## src/hw/rtl/wac_pkg.sv

```systemverilog
// Package for the weekday anniversary counter.
// Holds the job word passed from the front end to the scanner, constants
// and the small arithmetic helpers. Depends on nothing.
package wac_pkg;

  localparam int YEAR_W  = 14;
  localparam int MONTH_W = 4;
  localparam int DAY_W   = 5;
  localparam int WD_W    = 3;
  localparam int SUM_W   = 11;

  localparam logic [YEAR_W-1:0]  MAX_YEAR = 14'd9999;
  localparam logic [12:0]        RECIP_100 = 13'd5243;
  localparam int                 RECIP_SHIFT = 19;

  localparam logic [MONTH_W-1:0] MONTH_JAN = 4'd1;
  localparam logic [MONTH_W-1:0] MONTH_FEB = 4'd2;
  localparam logic [MONTH_W-1:0] MONTH_APR = 4'd4;
  localparam logic [MONTH_W-1:0] MONTH_JUN = 4'd6;
  localparam logic [MONTH_W-1:0] MONTH_SEP = 4'd9;
  localparam logic [MONTH_W-1:0] MONTH_NOV = 4'd11;
  localparam logic [MONTH_W-1:0] MONTH_DEC = 4'd12;

  localparam int QUEUE_DEPTH = 2;
  localparam int QPTR_W      = 1;

  typedef struct packed {
    logic              ok;
    logic [WD_W-1:0]   wd;
    logic              feb29;
    logic              early;
    logic [YEAR_W-1:0] year;
    logic [YEAR_W-1:0] last;
    logic [6:0]        c100;
    logic [8:0]        c400;
  } job_t;

  // Month term of Zeller's congruence, floor(13 * (m + 1) / 5), where
  // January and February count as months 13 and 14.
  function automatic logic [5:0] month_term(input logic [MONTH_W-1:0] m);
    logic [5:0] r;
    case (m)
      4'd1:    r = 6'd36;
      4'd2:    r = 6'd39;
      4'd3:    r = 6'd10;
      4'd4:    r = 6'd13;
      4'd5:    r = 6'd15;
      4'd6:    r = 6'd18;
      4'd7:    r = 6'd20;
      4'd8:    r = 6'd23;
      4'd9:    r = 6'd26;
      4'd10:   r = 6'd28;
      4'd11:   r = 6'd31;
      4'd12:   r = 6'd33;
      default: r = 6'd0;
    endcase
    return r;
  endfunction

  // Residue modulo 7 by folding octal digits, since 8 is 1 modulo 7.
  function automatic logic [WD_W-1:0] mod7(input logic [SUM_W-1:0] x);
    logic [4:0] a;
    logic [3:0] b;
    a = 5'(x[2:0]) + 5'(x[5:3]) + 5'(x[8:6]) + 5'(x[10:9]);
    b = 4'(a[2:0]) + 4'(a[4:3]);
    return (b >= 4'd7) ? 3'(b - 4'd7) : b[2:0];
  endfunction

endpackage

```

## src/hw/rtl/weekday_anniversary_counter.sv

```systemverilog
// Top level of the weekday anniversary counter.
// Ties the front end, the job queue and the scanner together. Depends on wac_pkg.
//
// Input side is a queue: a word (date_year, date_month, date_day, last_year)
// is taken when push is high and full is low. Result side is a queue too:
// while empty is low the oldest result (date_ok, day_of_week, match_count)
// sits on the ports and is taken when pop is high.
// The front end checks the date and computes the weekday in its DIV and SUM
// states, then hands a job to a two-entry queue. The scanner steps one
// candidate year per cycle up to last_year, capped at 9999; an invalid date
// skips the scan. The front end takes a new word once its job is in the
// queue, so it can check one word while the scanner works on earlier ones.
// The result stays in its register while pop is low; the scanner then waits,
// the queue fills and full stays high while the front end keeps its word.
// Reset empties the queue and the result register and idles both engines.
module weekday_anniversary_counter import wac_pkg::*; (
  input  logic               clk,
  input  logic               rst,
  input  logic               push,
  output logic               full,
  input  logic [YEAR_W-1:0]  date_year,
  input  logic [MONTH_W-1:0] date_month,
  input  logic [DAY_W-1:0]   date_day,
  input  logic [YEAR_W-1:0]  last_year,
  output logic               empty,
  input  logic               pop,
  output logic               date_ok,
  output logic [WD_W-1:0]    day_of_week,
  output logic [YEAR_W-1:0]  match_count
);

  job_t front_job;
  job_t queue_job;
  logic job_push;
  logic job_full;
  logic job_pop;
  logic job_empty;

  wac_front u_front (
    .clk        (clk),
    .rst        (rst),
    .push       (push),
    .full       (full),
    .date_year  (date_year),
    .date_month (date_month),
    .date_day   (date_day),
    .last_year  (last_year),
    .job_push   (job_push),
    .job_full   (job_full),
    .job        (front_job)
  );

  wac_queue u_queue (
    .clk      (clk),
    .rst      (rst),
    .push     (job_push),
    .push_job (front_job),
    .full     (job_full),
    .pop      (job_pop),
    .pop_job  (queue_job),
    .empty    (job_empty)
  );

  wac_scan u_scan (
    .clk         (clk),
    .rst         (rst),
    .job_empty   (job_empty),
    .job_pop     (job_pop),
    .job         (queue_job),
    .empty       (empty),
    .pop         (pop),
    .date_ok     (date_ok),
    .day_of_week (day_of_week),
    .match_count (match_count)
  );

endmodule

```

## src/hw/rtl/wac_front.sv

```systemverilog
// Front end: accepts a date word, checks it and computes its weekday.
// Produces one job word for the scanner. Depends on wac_pkg.
module wac_front import wac_pkg::*; (
  input  logic               clk,
  input  logic               rst,
  input  logic               push,
  output logic               full,
  input  logic [YEAR_W-1:0]  date_year,
  input  logic [MONTH_W-1:0] date_month,
  input  logic [DAY_W-1:0]   date_day,
  input  logic [YEAR_W-1:0]  last_year,
  output logic               job_push,
  input  logic               job_full,
  output job_t               job
);

  typedef enum logic [3:0] {
    F_IDLE = 4'b0001,
    F_DIV  = 4'b0010,
    F_SUM  = 4'b0100,
    F_PUSH = 4'b1000
  } fstate_t;

  fstate_t state;
  fstate_t state_next;

  logic [YEAR_W-1:0]  year;
  logic [MONTH_W-1:0] month;
  logic [DAY_W-1:0]   day;
  logic [YEAR_W-1:0]  last;
  logic [7:0]         quot;
  logic [SUM_W-1:0]   sum;
  logic               ok;
  logic [6:0]         c100;
  logic [8:0]         c400;

  logic [26:0]        prod;
  logic [6:0]         k;
  logic [6:0]         ks;
  logic [7:0]         js;
  logic               early;
  logic               feb29;
  logic               leap;
  logic               ok_next;
  logic [SUM_W-1:0]   sum_next;

  assign full = (state != F_IDLE);
  assign prod = 27'(year) * 27'(RECIP_100);
  assign early = (month <= MONTH_FEB);
  assign feb29 = (month == MONTH_FEB) && (day == 5'd29);

  always_comb begin
    k = 7'(year - 14'({6'd0, quot} * 14'd100));
    leap = (k == 7'd0) ? (quot[1:0] == 2'd0) : (k[1:0] == 2'd0);
    if (early && (k == 7'd0)) begin
      ks = 7'd99;
      js = quot - 8'd1;
    end else if (early) begin
      ks = k - 7'd1;
      js = quot;
    end else begin
      ks = k;
      js = quot;
    end
    sum_next = SUM_W'(day) + SUM_W'(month_term(month)) + SUM_W'(ks) + SUM_W'(ks[6:2])
             + SUM_W'(js[7:2]) + SUM_W'({js, 2'b00}) + SUM_W'(js);
    ok_next = 1'b1;
    if (year == '0) begin
      ok_next = 1'b0;
    end else if (day == '0) begin
      ok_next = 1'b0;
    end else if (month < MONTH_JAN || month > MONTH_DEC) begin
      ok_next = 1'b0;
    end else if (month == MONTH_FEB && day > 5'd29) begin
      ok_next = 1'b0;
    end else if (feb29 && !leap) begin
      ok_next = 1'b0;
    end else if (day == 5'd31 &&
                 (month inside {MONTH_APR, MONTH_JUN, MONTH_SEP, MONTH_NOV})) begin
      ok_next = 1'b0;
    end
  end

  always_comb begin
    state_next = state;
    job_push = 1'b0;
    case (state)
      F_IDLE: begin
        if (push) state_next = F_DIV;
      end
      F_DIV:  state_next = F_SUM;
      F_SUM:  state_next = F_PUSH;
      F_PUSH: begin
        if (!job_full) begin
          job_push = 1'b1;
          state_next = F_IDLE;
        end
      end
      default: state_next = F_IDLE;
    endcase
  end

  always_comb begin
    job.ok = ok;
    job.wd = ok ? mod7(sum) : '0;
    job.feb29 = feb29;
    job.early = early;
    job.year = year;
    job.last = last;
    job.c100 = c100;
    job.c400 = c400;
  end

  always_ff @(posedge clk) begin
    if (rst) begin
      state <= F_IDLE;
    end else begin
      state <= state_next;
    end
  end

  always_ff @(posedge clk) begin
    if (state == F_IDLE && push) begin
      year <= date_year;
      month <= date_month;
      day <= date_day;
      last <= last_year;
    end
    if (state == F_DIV) begin
      quot <= prod[RECIP_SHIFT +: 8];
    end
    if (state == F_SUM) begin
      sum <= sum_next;
      ok <= ok_next;
      c100 <= k;
      c400 <= 9'({7'd0, quot[1:0]} * 9'd100) + 9'(k);
    end
  end

endmodule

```

## src/hw/rtl/wac_queue.sv

```systemverilog
// Two-entry queue of job words between the front end and the scanner.
// Depends on wac_pkg.
module wac_queue import wac_pkg::*; (
  input  logic clk,
  input  logic rst,
  input  logic push,
  input  job_t push_job,
  output logic full,
  input  logic pop,
  output job_t pop_job,
  output logic empty
);

  job_t                slots [QUEUE_DEPTH];
  logic [QPTR_W-1:0]   wr_ptr;
  logic [QPTR_W-1:0]   rd_ptr;
  logic [QPTR_W:0]     count;
  logic                do_push;
  logic                do_pop;

  assign full = (count == (QPTR_W+1)'(QUEUE_DEPTH));
  assign empty = (count == '0);
  assign do_push = push && !full;
  assign do_pop = pop && !empty;
  assign pop_job = slots[rd_ptr];

  always_ff @(posedge clk) begin
    if (rst) begin
      wr_ptr <= '0;
      rd_ptr <= '0;
      count <= '0;
    end else begin
      if (do_push) wr_ptr <= wr_ptr + 1'b1;
      if (do_pop) rd_ptr <= rd_ptr + 1'b1;
      if (do_push && !do_pop) begin
        count <= count + 1'b1;
      end else if (do_pop && !do_push) begin
        count <= count - 1'b1;
      end
    end
  end

  always_ff @(posedge clk) begin
    if (do_push) slots[wr_ptr] <= push_job;
  end

endmodule

```

## src/hw/rtl/wac_scan.sv

```systemverilog
// Scanner: walks the later years one per cycle, tracks the weekday of the
// anniversary and counts matches; holds the result word. Depends on wac_pkg.
module wac_scan import wac_pkg::*; (
  input  logic               clk,
  input  logic               rst,
  input  logic               job_empty,
  output logic               job_pop,
  input  job_t               job,
  output logic               empty,
  input  logic               pop,
  output logic               date_ok,
  output logic [WD_W-1:0]    day_of_week,
  output logic [YEAR_W-1:0]  match_count
);

  typedef enum logic [2:0] {
    B_IDLE = 3'b001,
    B_SCAN = 3'b010,
    B_DONE = 3'b100
  } bstate_t;

  bstate_t state;
  logic    res_valid;

  logic              ok;
  logic [WD_W-1:0]   wd_start;
  logic [WD_W-1:0]   wd_cur;
  logic              feb29;
  logic              early;
  logic [YEAR_W-1:0] y_cur;
  logic [YEAR_W-1:0] last;
  logic [6:0]        c100;
  logic [8:0]        c400;
  logic [YEAR_W-1:0] count;

  logic [YEAR_W:0]   cand;
  logic              leap_t;
  logic              leap_cur;
  logic [WD_W:0]     wd_sum;
  logic [WD_W-1:0]   wd_next;
  logic              write_res;

  assign empty = !res_valid;
  assign cand = {1'b0, y_cur} + 1'b1;
  assign leap_t = (y_cur[1:0] == 2'd3) && (c100 != 7'd99 || c400 == 9'd399);
  assign leap_cur = (y_cur[1:0] == 2'd0) && (c100 != 7'd0 || c400 == 9'd0);
  assign wd_sum = {1'b0, wd_cur} + 4'd1 + 4'(early ? leap_cur : leap_t);
  assign wd_next = (wd_sum >= 4'd7) ? 3'(wd_sum - 4'd7) : wd_sum[2:0];
  assign job_pop = (state == B_IDLE) && !job_empty;
  assign write_res = (state == B_DONE) && (!res_valid || pop);

  always_ff @(posedge clk) begin
    if (rst) begin
      state <= B_IDLE;
      res_valid <= 1'b0;
    end else begin
      case (state)
        B_IDLE: begin
          if (!job_empty) state <= job.ok ? B_SCAN : B_DONE;
        end
        B_SCAN: begin
          if (cand > {1'b0, last}) state <= B_DONE;
        end
        B_DONE: begin
          if (write_res) state <= B_IDLE;
        end
        default: state <= B_IDLE;
      endcase
      if (write_res) begin
        res_valid <= 1'b1;
      end else if (pop) begin
        res_valid <= 1'b0;
      end
    end
  end

  always_ff @(posedge clk) begin
    if (job_pop) begin
      ok <= job.ok;
      wd_start <= job.wd;
      wd_cur <= job.wd;
      feb29 <= job.feb29;
      early <= job.early;
      y_cur <= job.year;
      last <= (job.last > MAX_YEAR) ? MAX_YEAR : job.last;
      c100 <= job.c100;
      c400 <= job.c400;
      count <= '0;
    end else if (state == B_SCAN && cand <= {1'b0, last}) begin
      y_cur <= cand[YEAR_W-1:0];
      wd_cur <= wd_next;
      c100 <= (c100 == 7'd99) ? 7'd0 : c100 + 7'd1;
      c400 <= (c400 == 9'd399) ? 9'd0 : c400 + 9'd1;
      if (!(feb29 && !leap_t) && wd_next == wd_start) count <= count + 1'b1;
    end
    if (write_res) begin
      date_ok <= ok;
      day_of_week <= wd_start;
      match_count <= count;
    end
  end

endmodule

```

## config.mk

```make
export PLATFORM = sky130hd
export DESIGN_NAME = weekday_anniversary_counter
export DESIGN_NICKNAME = d
export VERILOG_FILES = /design/src/hw/rtl/wac_pkg.sv /design/src/hw/rtl/weekday_anniversary_counter.sv /design/src/hw/rtl/wac_front.sv /design/src/hw/rtl/wac_queue.sv /design/src/hw/rtl/wac_scan.sv
export SDC_FILE = /design/constraint.sdc
export NUM_CORES = 1
export LEC_CHECK = 0
export ABC_AREA = 1
export CORE_ASPECT_RATIO = 1.4
export CORE_UTILIZATION = 55
export CTS_CLUSTER_SIZE = 40
export DETAILED_ROUTE_END_ITERATION = 6
export DONT_BUFFER_PORTS = 1
export PLACE_DENSITY = 0.66
export SYNTH_ARGS = -nofsm -noshare
export SYNTH_HDL_FRONTEND = slang
export SYNTH_SLANG_ARGS = --single-unit
```

## constraint.sdc

```tcl
create_clock -name clk -period 16.4 [get_ports clk]
set_clock_uncertainty 0.15 [all_clocks]
set_input_delay 0.82 -clock clk [delete_from_list [all_inputs] [get_ports clk]]
set_output_delay 0.82 -clock clk [all_outputs]
set_load 0.1 [all_outputs]
```

======== Yosys cells after proc, flatten, opt, wreduce, memory -nomap -nowiden ========
Memories as Yosys holds them, arrays and structs flattened. A register that Yosys moved wholly into a read port is not among the register bits.
Index checks and enable logic that the tools add are counted.
operators by class
  $lt $le $gt $ge ......................... 9
  $mul .................................... 3
  reductions and logical operators ........ 46
  equality and inequality tests ........... 26
  add/sub/neg operators ................... 26
  multiplexer cells ....................... 38
operator list
  kind                                                                   number
  7-bit two-way mux                                                      5
  14-bit two-way mux                                                     2
  14-bit by 13-bit multiplier with 27-bit output, second input constant  1
  3-bit two-way mux                                                      9
  9-bit two-way mux                                                      3
  1-bit logical AND                                                      17
  4-bit case mux with 4 select lines                                     1
  14-bit by 1-bit adder with 15-bit output, second input constant        1
  15-bit by 14-bit > comparator with 1-bit output                        1
  15-bit by 14-bit less-or-equal comparator with 1-bit output            1
  14-bit by 1-bit adder with 14-bit output, second input constant        1
  14-bit > comparator, second input constant                             1
  14-bit logical NOT                                                     1
  4-bit by 3-bit equality test with 1-bit output, second input constant  3
  4-bit equality test, second input constant                             3
  4-bit two-way mux                                                      3
  11-bit by 10-bit adder with 11-bit output                              1
  11-bit by 5-bit adder with 11-bit output                               1
  11-bit by 6-bit adder with 11-bit output                               1
  11-bit by 7-bit adder with 11-bit output                               1
  11-bit by 8-bit adder with 11-bit output                               1
  1-bit two-way mux                                                      11
  5-bit equality test, second input constant                             2
  9-bit by 1-bit adder with 9-bit output, second input constant          1
  other kinds (51)                                                       76
storage, ports and cells
  memories ................................ 2
  memory bits (read-only) ................. 96
  input port bits ......................... 41
  bits in writable memories ............... 100
  register bits ........................... 170
memory list
  memory           words  width  rd ports  clocked after Yosys merged registers in  wr ports  line             source
  u_queue.slots    2      50     1         1                                        1         wac_queue.sv:14  job_t slots [QUEUE_DEPTH];
  (no name shown)  16     6      1         1                                        0         wac_pkg.sv:42    case (m)

======== Logic depth before layout (Yosys ltp) ========
Gate-level depths: netlist of run 1.
  depth in word-level cells ............... 10
  gate-level depth with buffers ........... 29

======== Hierarchy ========
From an unflattened synthesis of run 1, not the netlist that was laid out.
unflattened totals
  cells, all modules ...................... 1687
  area, all modules ....................... 18003.5 um^2
modules (own cells, without submodules)
  module     area each (um^2)  cells an instance  times used
  wac_front  9008.6            945                1
  wac_scan   4879.7            549                1
  wac_queue  4115.2            193                1

======== Worst setup path after synthesis of run 1 ========
OpenSTA, ideal clock, no wires.
  kind .................................... flip-flop to flip-flop
  start ................................... reg u_front.year[2]
  end ..................................... reg u_front.sum[10], data pin
  path slack .............................. 10.664 ns
  stages on the path, launching flop included .. 27
  library setup time ...................... 0.258 ns
  required time ........................... 15.992 ns
  arrival time ............................ 5.328 ns
  cell sequence ........................... edfxtp_1 > inv_1 > ha_1 > fa_1 > inv_1 > nor4_2 > nand2_2 > nor2_4 > buf_6 > nand3_1 > nand2_2 > inv_2 > fa_1 > inv_1 > fa_1 > inv_1 > fa_1 > ha_1 > fa_1 > nand3_1 > nand3_1 > a21oi_1 > o21bai_1 > nand2_1 > nand2_1 > a21oi_1 > xnor2_1
between the ends
  longest elaborated chain between the ends .. 9
  elaborated cells on any way between the ends .. 12
  those cells by class .................... 7 x add/sub; 3 x mux; 2 x reduce/logical
ends and longest elaborated chain
  element                                                                           line                              source
  from (decl)                                                                       wac_front.sv:27                   logic [YEAR_W-1:0] year;
  from (signal assigned)                                                            wac_front.sv:124                  year <= date_year;
  7-bit subtractor (*)                                                              wac_front.sv:53                   k = 7'(year - 14'({6'd0, quot} * 14'd100));
  via u_front.k[3]                                                                  wac_front.sv:38                   logic [6:0] k;
  7-bit by 1-bit subtractor with 7-bit output or 7-bit logical NOT (tied branches)  wac_front.sv:59, wac_front.sv:55
  7-bit two-way mux or 1-bit logical AND (tied branches)                            wac_front.sv:58, wac_front.sv:55
  7-bit two-way mux                                                                 wac_front.sv:55                   if (early && (k == 7'd0)) begin
  11-bit by 7-bit adder with 11-bit output                                          wac_front.sv:65                   sum_next = SUM_W'(day) + SUM_W'(month_term(month)) + SUM_W'(ks) + SUM_W'(ks[6:2])
  11-bit by 5-bit adder with 11-bit output                                          wac_front.sv:65
  11-bit by 6-bit adder with 11-bit output                                          wac_front.sv:66                   + SUM_W'(js[7:2]) + SUM_W'({js, 2'b00}) + SUM_W'(js);
  11-bit by 10-bit adder with 11-bit output                                         wac_front.sv:66
  11-bit by 8-bit adder with 11-bit output (*)                                      wac_front.sv:66
  via u_front.sum_next[10]                                                          wac_front.sv:45                   logic [SUM_W-1:0] sum_next;
  to (signal assigned)                                                              wac_front.sv:133                  sum <= sum_next;
  to (decl)                                                                         wac_front.sv:32                   logic [SUM_W-1:0] sum;
The timed path passes the listed nets; every way through them passes the cells marked *.
A chain may end at the register's enable or synchronous reset.

======== Worst setup path after layout of run 1 ========
Ends and elaborated chain as after synthesis.

==> impl_metrics.csv, run 1 <==
group,metric,value,unit
sta,worst_slew_pin_slew,0.912,ns
cts,clock_path_buffers,3,
placement,placed_cell_area,0.0177,mm²
floorplanning,die_w,152,µm
route,post-route-drc-count,0,
critical_path,r2r_cells,25,
power,pwr_density_cell,199,mW/mm²
cts,cts_root_buf,"clkbuf_16",
cells_and_area,final_area,0.0186,mm²
placement,dp_cells,2044,
sta,relSlewSlack,0.394,
sta,holdWs,0.195,ns
floorplanning,core,0.0308,mm²
sta,fmax,163,MHz
cts,cts_buffers,27,
global_routing,grt_first_pass_wirelength,56600,µm
cells_and_area,area_delta_synth_final,7.65,%
status,status,"finished clean",
route,detail-route-antenna-nets,0,
global_routing,grt_max_degree,57,
route,dr_wl_met2,17600,µm
power,p_int,2.07,mW
floorplanning,ios,61,
floorplanning,fp-row-count,76,
sta,min_period_over_period,0.375,
cts,insertion_delay,0.54,ns
route,first_pass_iters,5,
critical_path,startpoint_type,"flop",
critical_path,crit_arrival,6.30,ns
critical_path,critPathMaxFanout,12,
critical_path,required,16.55,ns
cts,cts_hold_buf,0,
synth,ys_ff_latch,271,
floorplanning,dieArea,0.0321,mm²
cells_and_area,drive_gt1_frac,0.0605,
cells_and_area,finish.utilization,0.602,
route,vias,11100,
floorplanning,die-height,211,µm
synth,synth_fp_nets,1976,
floorplanning,start_util,0.560,
synth,netlist_instances,1665,
sta,finalHoldViolCount,0,
power,combPwrFrac,0.555,
power,clkPwrFrac,0.162,
route,highest_layer,"met4",
global_routing,antenna_found_initial,2,
critical_path,critPathKind,"flop to flop",
global_routing,grt_pass1_vias,11800,
placement,io_buffers,0,
cts,clk_pin_slew,0.07,ns
min_path,hold_depth,1,
cts,post_cts_buffers,0,
power,p_leak,8.24,nW
min_path,worst_hold_path_type,"input pin to flop",
synth,ys_warn_count,0,
synth,synthArstFlopShare,0,
power,sw_frac_of_total,0.440,
synth,synth.cell_area,0.0172,mm²
cts,cts_tree,"done",
route,avgRoutedWirePerCell,15.9,µm
route,wl_met1,13600,µm
synth,synth_area_per_cell,10.4,µm²
route,routed_wl,33300,µm
sta,setup_viol,0,
route,via_per_inst,5.29,
synth,synth_ff_type,"edfxtp_1",
route,drt_iter0_markers,493,
synth,synth_edf_count,238,
job,cap_violations,0,
power,power_switching,1.63,mW
critical_path,end_kind,"flop",
placement,dp_hpwl,25600,µm
synth,seq_area_frac_synth,0.453,
global_routing,grtUsageTotal,0.225,
sta,final_max_slew_viol_count,0,
power,ir_drop,0.262,mV
power,seqPwrFrac,0.283,
sta,rsz0062_at_grt,"no",
cells_and_area,fin_nets,1994,
sta,period_needed,6.15,ns
cells_and_area,layout.cells.non_filler,2095,
sta,finalSetupTns,0,ns
cts,post_cts_resize_count,0,
route,routed-wl-met3,1120,µm
cts,clock-sinks,271,
global_routing,grt-ovfl-total,0,
placement,place.gp.congestion,0.920,
synth,synth_cell_types,55,
cts,htreeDepth,1,
layout by cell type, fill, tap and decap left out, types with 11 or more instances in the layout:
cell type,count
nand3_1,63
nor2_1,102
edfxtp_1,238
clkbuf_16,27
a21oi_1,59
nand2_1,298
nor3_1,20
inv_1,302
xor2_1,51
dfxtp_1,32
ha_1,176
fa_1,94
xnor2_1,18
buf_4,11
o21ai_0,47
a31oi_1,20
nand4_1,25
cell families after synthesis:
kind of cell	after synthesis	synth area share
and+or+nand+nor	543	0.136
adders and majority gates	270	0.237
muxes	5	0.00290
xor gates and xnor gates	71	0.0369
AOI/OAI and AO/OA	170	0.0590
buffers and inverters	335	0.0758
DFF	271	0.453
synth_stat cells, types with 6 or more instances:
library cell / number / area [µm²]
clkbuf_1: 6 / 22.5
xnor2_1: 18 / 158
inv_1: 303 / 1140
nand2_1: 298 / 1120
xor2_1: 51 / 447
nand3_1: 63 / 315
dfxtp_1: 33 / 661
o21ai_0: 47 / 235
nor3_1: 21 / 105
ha_1: 176 / 2200
edfxtp_1: 238 / 7150
fa_1: 94 / 1880
buf_2: 10 / 50.1
a21oi_1: 59 / 295
a31oi_1: 20 / 125
inv_2: 9 / 33.8
a21o_1: 6 / 45.0
nor2_1: 104 / 390
nand4_1: 25 / 156
critical path, cell delays in order, from the launching register on:
cell and delay (ns):
edfxtp_1 0.50, inv_1 0.17, ha_1 0.27, fa_1 0.60, inv_1 0.13, nor4_2 0.33, nand2_2 0.13, nor2_4 0.29
nand3_1 0.14, nand2_2 0.12, inv_2 0.06, fa_1 0.48, inv_1 0.06, fa_1 0.53, inv_1 0.05, fa_1 0.47
ha_1 0.24, fa_1 0.40, nand3_1 0.10, nand3_1 0.10, a21oi_1 0.14, o21bai_1 0.10, nand2_1 0.07, nand2_1 0.05
a21oi_1 0.15, xnor2_1 0.08
layout make-up:
type | count | area, µm²
multi-input cells | 1059 | 8150
well taps | 390 | 488
clock buffers | 30 | 687
fillers | 2616 | 12200
diodes | 2 | 5.00
repair buffers | 11 | 82.6
flip-flops and latches | 271 | 7810
inverters | 313 | 1180
clock inverters | 19 | 164
power by group through the flow:
stage               Sequential (mW)  Clock, mW  Combinational, mW
floorplan                      1.04          0               1.60
global placement               1.06          0               2.02
detailed placement             1.06          0               2.07
CTS                            1.05      0.613               2.08
global route                   1.06      0.639               2.41
finish                         1.05      0.599               2.05
path summary, 6_finish.rpt:
kind                                   from                             to  slack (ns)
setup / recovery  u_front.year[2]$_DFFE_PP_      u_front.sum[10]$_DFFE_PP_       10.25
hold / removal                          rst  u_front.state[2]$_SDFFE_PP0P_        0.19
setup reg to reg  u_front.year[2]$_DFFE_PP_      u_front.sum[10]$_DFFE_PP_       10.25
hold reg to reg         u_scan.ok$_DFFE_PP_       u_scan.date_ok$_DFFE_PP_        0.27
per-layer routing:
layer	GRT usage	vias up
met1	0.266	5298
met5	0	-
met3	0.0274	64
li1	-	5531
met2	0.414	183
met4	0.0782	0
state kept, by name (all words and copies together) (netlist names), 4 cells and up, named ones only:
name / cells
u_scan.y_cur: 14
u_scan.match_count: 14
u_front.state: 4
u_scan.c100: 7
u_front.last: 14
u_front.c100: 5
u_front.c400: 9
u_scan.last: 14
u_front.quot: 8
u_front.day: 5
u_scan.c400: 9
u_scan.count: 14
u_front.sum: 11
u_front.month: 4
u_front.year: 14
u_queue.slots: 96
per-stage QoR:
step,power (mW),setup slack (ns)
2_1_floorplan,2.64,10.66
3_3_place_gp,3.08,10.36
3_5_place_dp,3.13,10.21
4_1_cts,3.74,10.20
5_1_grt,4.11,9.80
6_report,3.70,10.25
Power figures use the tool's default switching activity.
==> run 2: changes to the inputs <==
- ABC_AREA: 1 -> 0
- clock period: 16.4 -> 6 ns (I/O delays scaled with it)
==> run 2 against run 1 <==
- the flow now finishes with violations (DRC)
- die area down 3.4%
- sequential power grew to 2.8 times the previous value
- register-to-register slack worse by 10 ns
- combinational power rose to 3.0 times the previous value
- worst hold slack got worse by 0.16 ns
- routed wire length is 4.9% lower
- clock-buffer cell count is 2 lower
- critical path depth fell by 4
- critical path type unchanged
- critical endpoint unchanged
==> impl_metrics.csv, run 2 <==
group,metric,value,unit
status,status,"complete, but fails checks",
status,failed_checks,"DRC",
synth,ys_ff_latch,271,
synth,ys_top_cells_by_count,"edfxtp_1 (238), inv_1 (207), ha_1 (176), fa_1 (94), nor2_1 (62)",
synth,synth_cell_types,63,
power,ir_drop,0.491,mV
critical_path,critPathMaxFanout,7,
floorplanning,die-height,208,µm
global_routing,grt_max_degree,61,
route,drt_iter0_markers,368,
synth,synth_area_leader_cell,"edfxtp_1",
route,post-route-drc-count,2,
cts,clock-sinks,271,
sta,setup_viol,0,
critical_path,critPathKind,"flop to flop",
global_routing,grt_pass1_vias,10700,
placement,place.gp.congestion,0.864,
critical_path,crit_arrival,5.97,ns
synth,synthArstFlopShare,0,
floorplanning,fp-row-count,75,
synth,synth.cell_area,0.0167,mm²
min_path,worst_hold_path_type,"input pin to flop",
synth,ys_warn_count,0,
route,routed_wl,31700,µm
cells_and_area,fin_nets,1765,
cells_and_area,largest_reg_flops,96,
cts,clock_path_buffers,3,
sta,relSlewSlack,0.343,
critical_path,end_kind,"flop",
cells_and_area,finish.utilization,0.632,
synth,synthTopCellsByArea,"edfxtp_1 (43%), ha_1 (13%), fa_1 (11%), inv_1 (4.7%), dfxtp_1 (4.0%)",
synth,synth_top_area_frac,0.429,
placement,dp_slack,0.0135,ns
route,first_pass_iters,7,
global_routing,grt_first_pass_wirelength,52400,µm
cts,clk_pin_slew,0.07,ns
cells_and_area,final_common_cell,"edfxtp_1",
route,vias,10100,
placement,io_buffers,0,
critical_path,required,6.15,ns
sta,finalSetupTns,0,ns
sta,holdWs,0.0366,ns
route,avgRoutedWirePerCell,17.0,µm
floorplanning,die_w,149,µm
critical_path,startpoint_type,"flop",
cells_and_area,area_delta_synth_final,13.3,%
synth,synth.most_common_cell,"edfxtp_1",
placement,dp_hpwl,23600,µm
cts,cts_tree,"done",
sta,fmax,172,MHz
power,power.total,10.8,mW
synth,synth_area_per_cell,12.2,µm²
sta,setup_slack,0.182,ns
sta,worst_slew_pin_slew,0.959,ns
cts,insertion_delay,0.55,ns
floorplanning,ios,61,
cells_and_area,drive_gt1_frac,0.0990,
floorplanning,core,0.0298,mm²
route,detail-route-antenna-nets,0,
sta,min_period_over_period,0.970,
floorplanning,dieArea,0.0310,mm²
cts,cts_root_buf,"clkbuf_16",
floorplanning,start_util,0.558,
synth,netlist_instances,1366,
synth,synth_edf_count,238,
power,p_leak,7.85,nW
synth,seq_area_frac_synth,0.469,
global_routing,grt-ovfl-total,0,
power,pwr_density_cell,572,mW/mm²
job,cap_violations,0,
global_routing,antenna_found_initial,1,
cts,cts_buffers,27,
sta,period_needed,5.82,ns
route,via_per_inst,5.45,
synth,synth_fp_nets,1677,
cts,htreeDepth,1,
synth,synth_ff_type,"edfxtp_1",
cells_and_area,top_register,"u_queue.slots",
global_routing,grtUsageTotal,0.215,
sta,finalHoldViolCount,0,
sta,final_max_slew_viol_count,0,
cells_and_area,final_cell_mix,"edfxtp_1 (238), inv_1 (202), ha_1 (172)",
==> run 2: worst paths after layout <==
path | end | slack (ns) | from | depth (start not counted)
worst min-delay path | flop | 0.04 | date_month[1] | 3
worst max-delay path | u_front.sum[10]$_DFFE_PP_ | 0.18 | u_front.quot[0]$_DFFE_PN_ | 21
worst max register to register | u_front.sum[10]$_DFFE_PP_ | 0.18 | u_front.quot[0]$_DFFE_PN_ | 21
worst min register to register | u_queue.slots[1][9]$_DFFE_PP_ | 0.27 | u_front.c400[0]$_DFFE_PP_ | 0
==> run 2: cell type report <==
cell class | count | area (µm²)
fillers | 2312 | 11000
multi-input cells | 860 | 8140
flip-flops and latches | 271 | 7810
inverters | 209 | 785
repair buffers | 85 | 742
clock buffers | 28 | 679
well taps | 385 | 482
clock inverters | 22 | 224
diodes | 1 | 2.50
==> run 2: kinds of logic after synthesis <==
| kind of cell | Yosys count | synth area share |
|---|---|---|
| DFF | 271 | 0.469 |
| adders and majority gates | 270 | 0.245 |
| and+or+nand+nor | 270 | 0.0855 |
| buffers and inverters | 235 | 0.0536 |
| AOI/OAI and AO/OA | 181 | 0.0684 |
| xor gates and xnor gates | 78 | 0.0410 |
| muxes | 61 | 0.0375 |
==> run 2: repair_timing <==
item                       CTS  global route
buffers inserted             0            12
setup endpoints to repair    0             3
hold buffers                40             0
resized for setup            0            21
hold endpoints to repair    56             0
==> run 2: critical path, cell delays in order (launching register included) <==
cell	delay, ns
edfxtp_1	0.46
ha_4	0.21
fa_2	0.42
o21bai_4	0.18
a21oi_4	0.07
xnor2_2	0.19
nand4_4	0.17
or4_4	0.56
xor2_4	0.19
fa_2	0.42
fa_1	0.52
inv_1	0.06
fa_1	0.48
ha_2	0.20
fa_2	0.36
a21o_1	0.19
a21oi_2	0.15
o21bai_1	0.11
a21oi_2	0.18
o21bai_1	0.08
a21oi_1	0.15
xnor2_1	0.08
==> run 2: per-layer routing <==
metal	global-route usage	vias up	share of wire
met4	0.0848	0	0.034
met1	0.250	4917	0.40
met3	0.0292	70	0.034
li1	-	4977	-
met2	0.395	174	0.53
met5	0	-	0
==> run 2: where the power goes <==
group | internal [mW] | switching, mW | leakage (nW)
Sequential | 2.66 | 0.294 | 2.43
Combinational | 2.74 | 3.39 | 4.98
Clock | 0.998 | 0.711 | 0.433
==> run 2: through the flow <==
| step | instance area [µm²] | cells |
|---|---|---|
| floorplan | 16700 | 1366 |
| global route | 18900 | 1861 |
| finish | 18900 | 1861 |
| global placement | 17400 | 1758 |
| CTS | 18700 | 1848 |
| detailed placement | 17400 | 1758 |
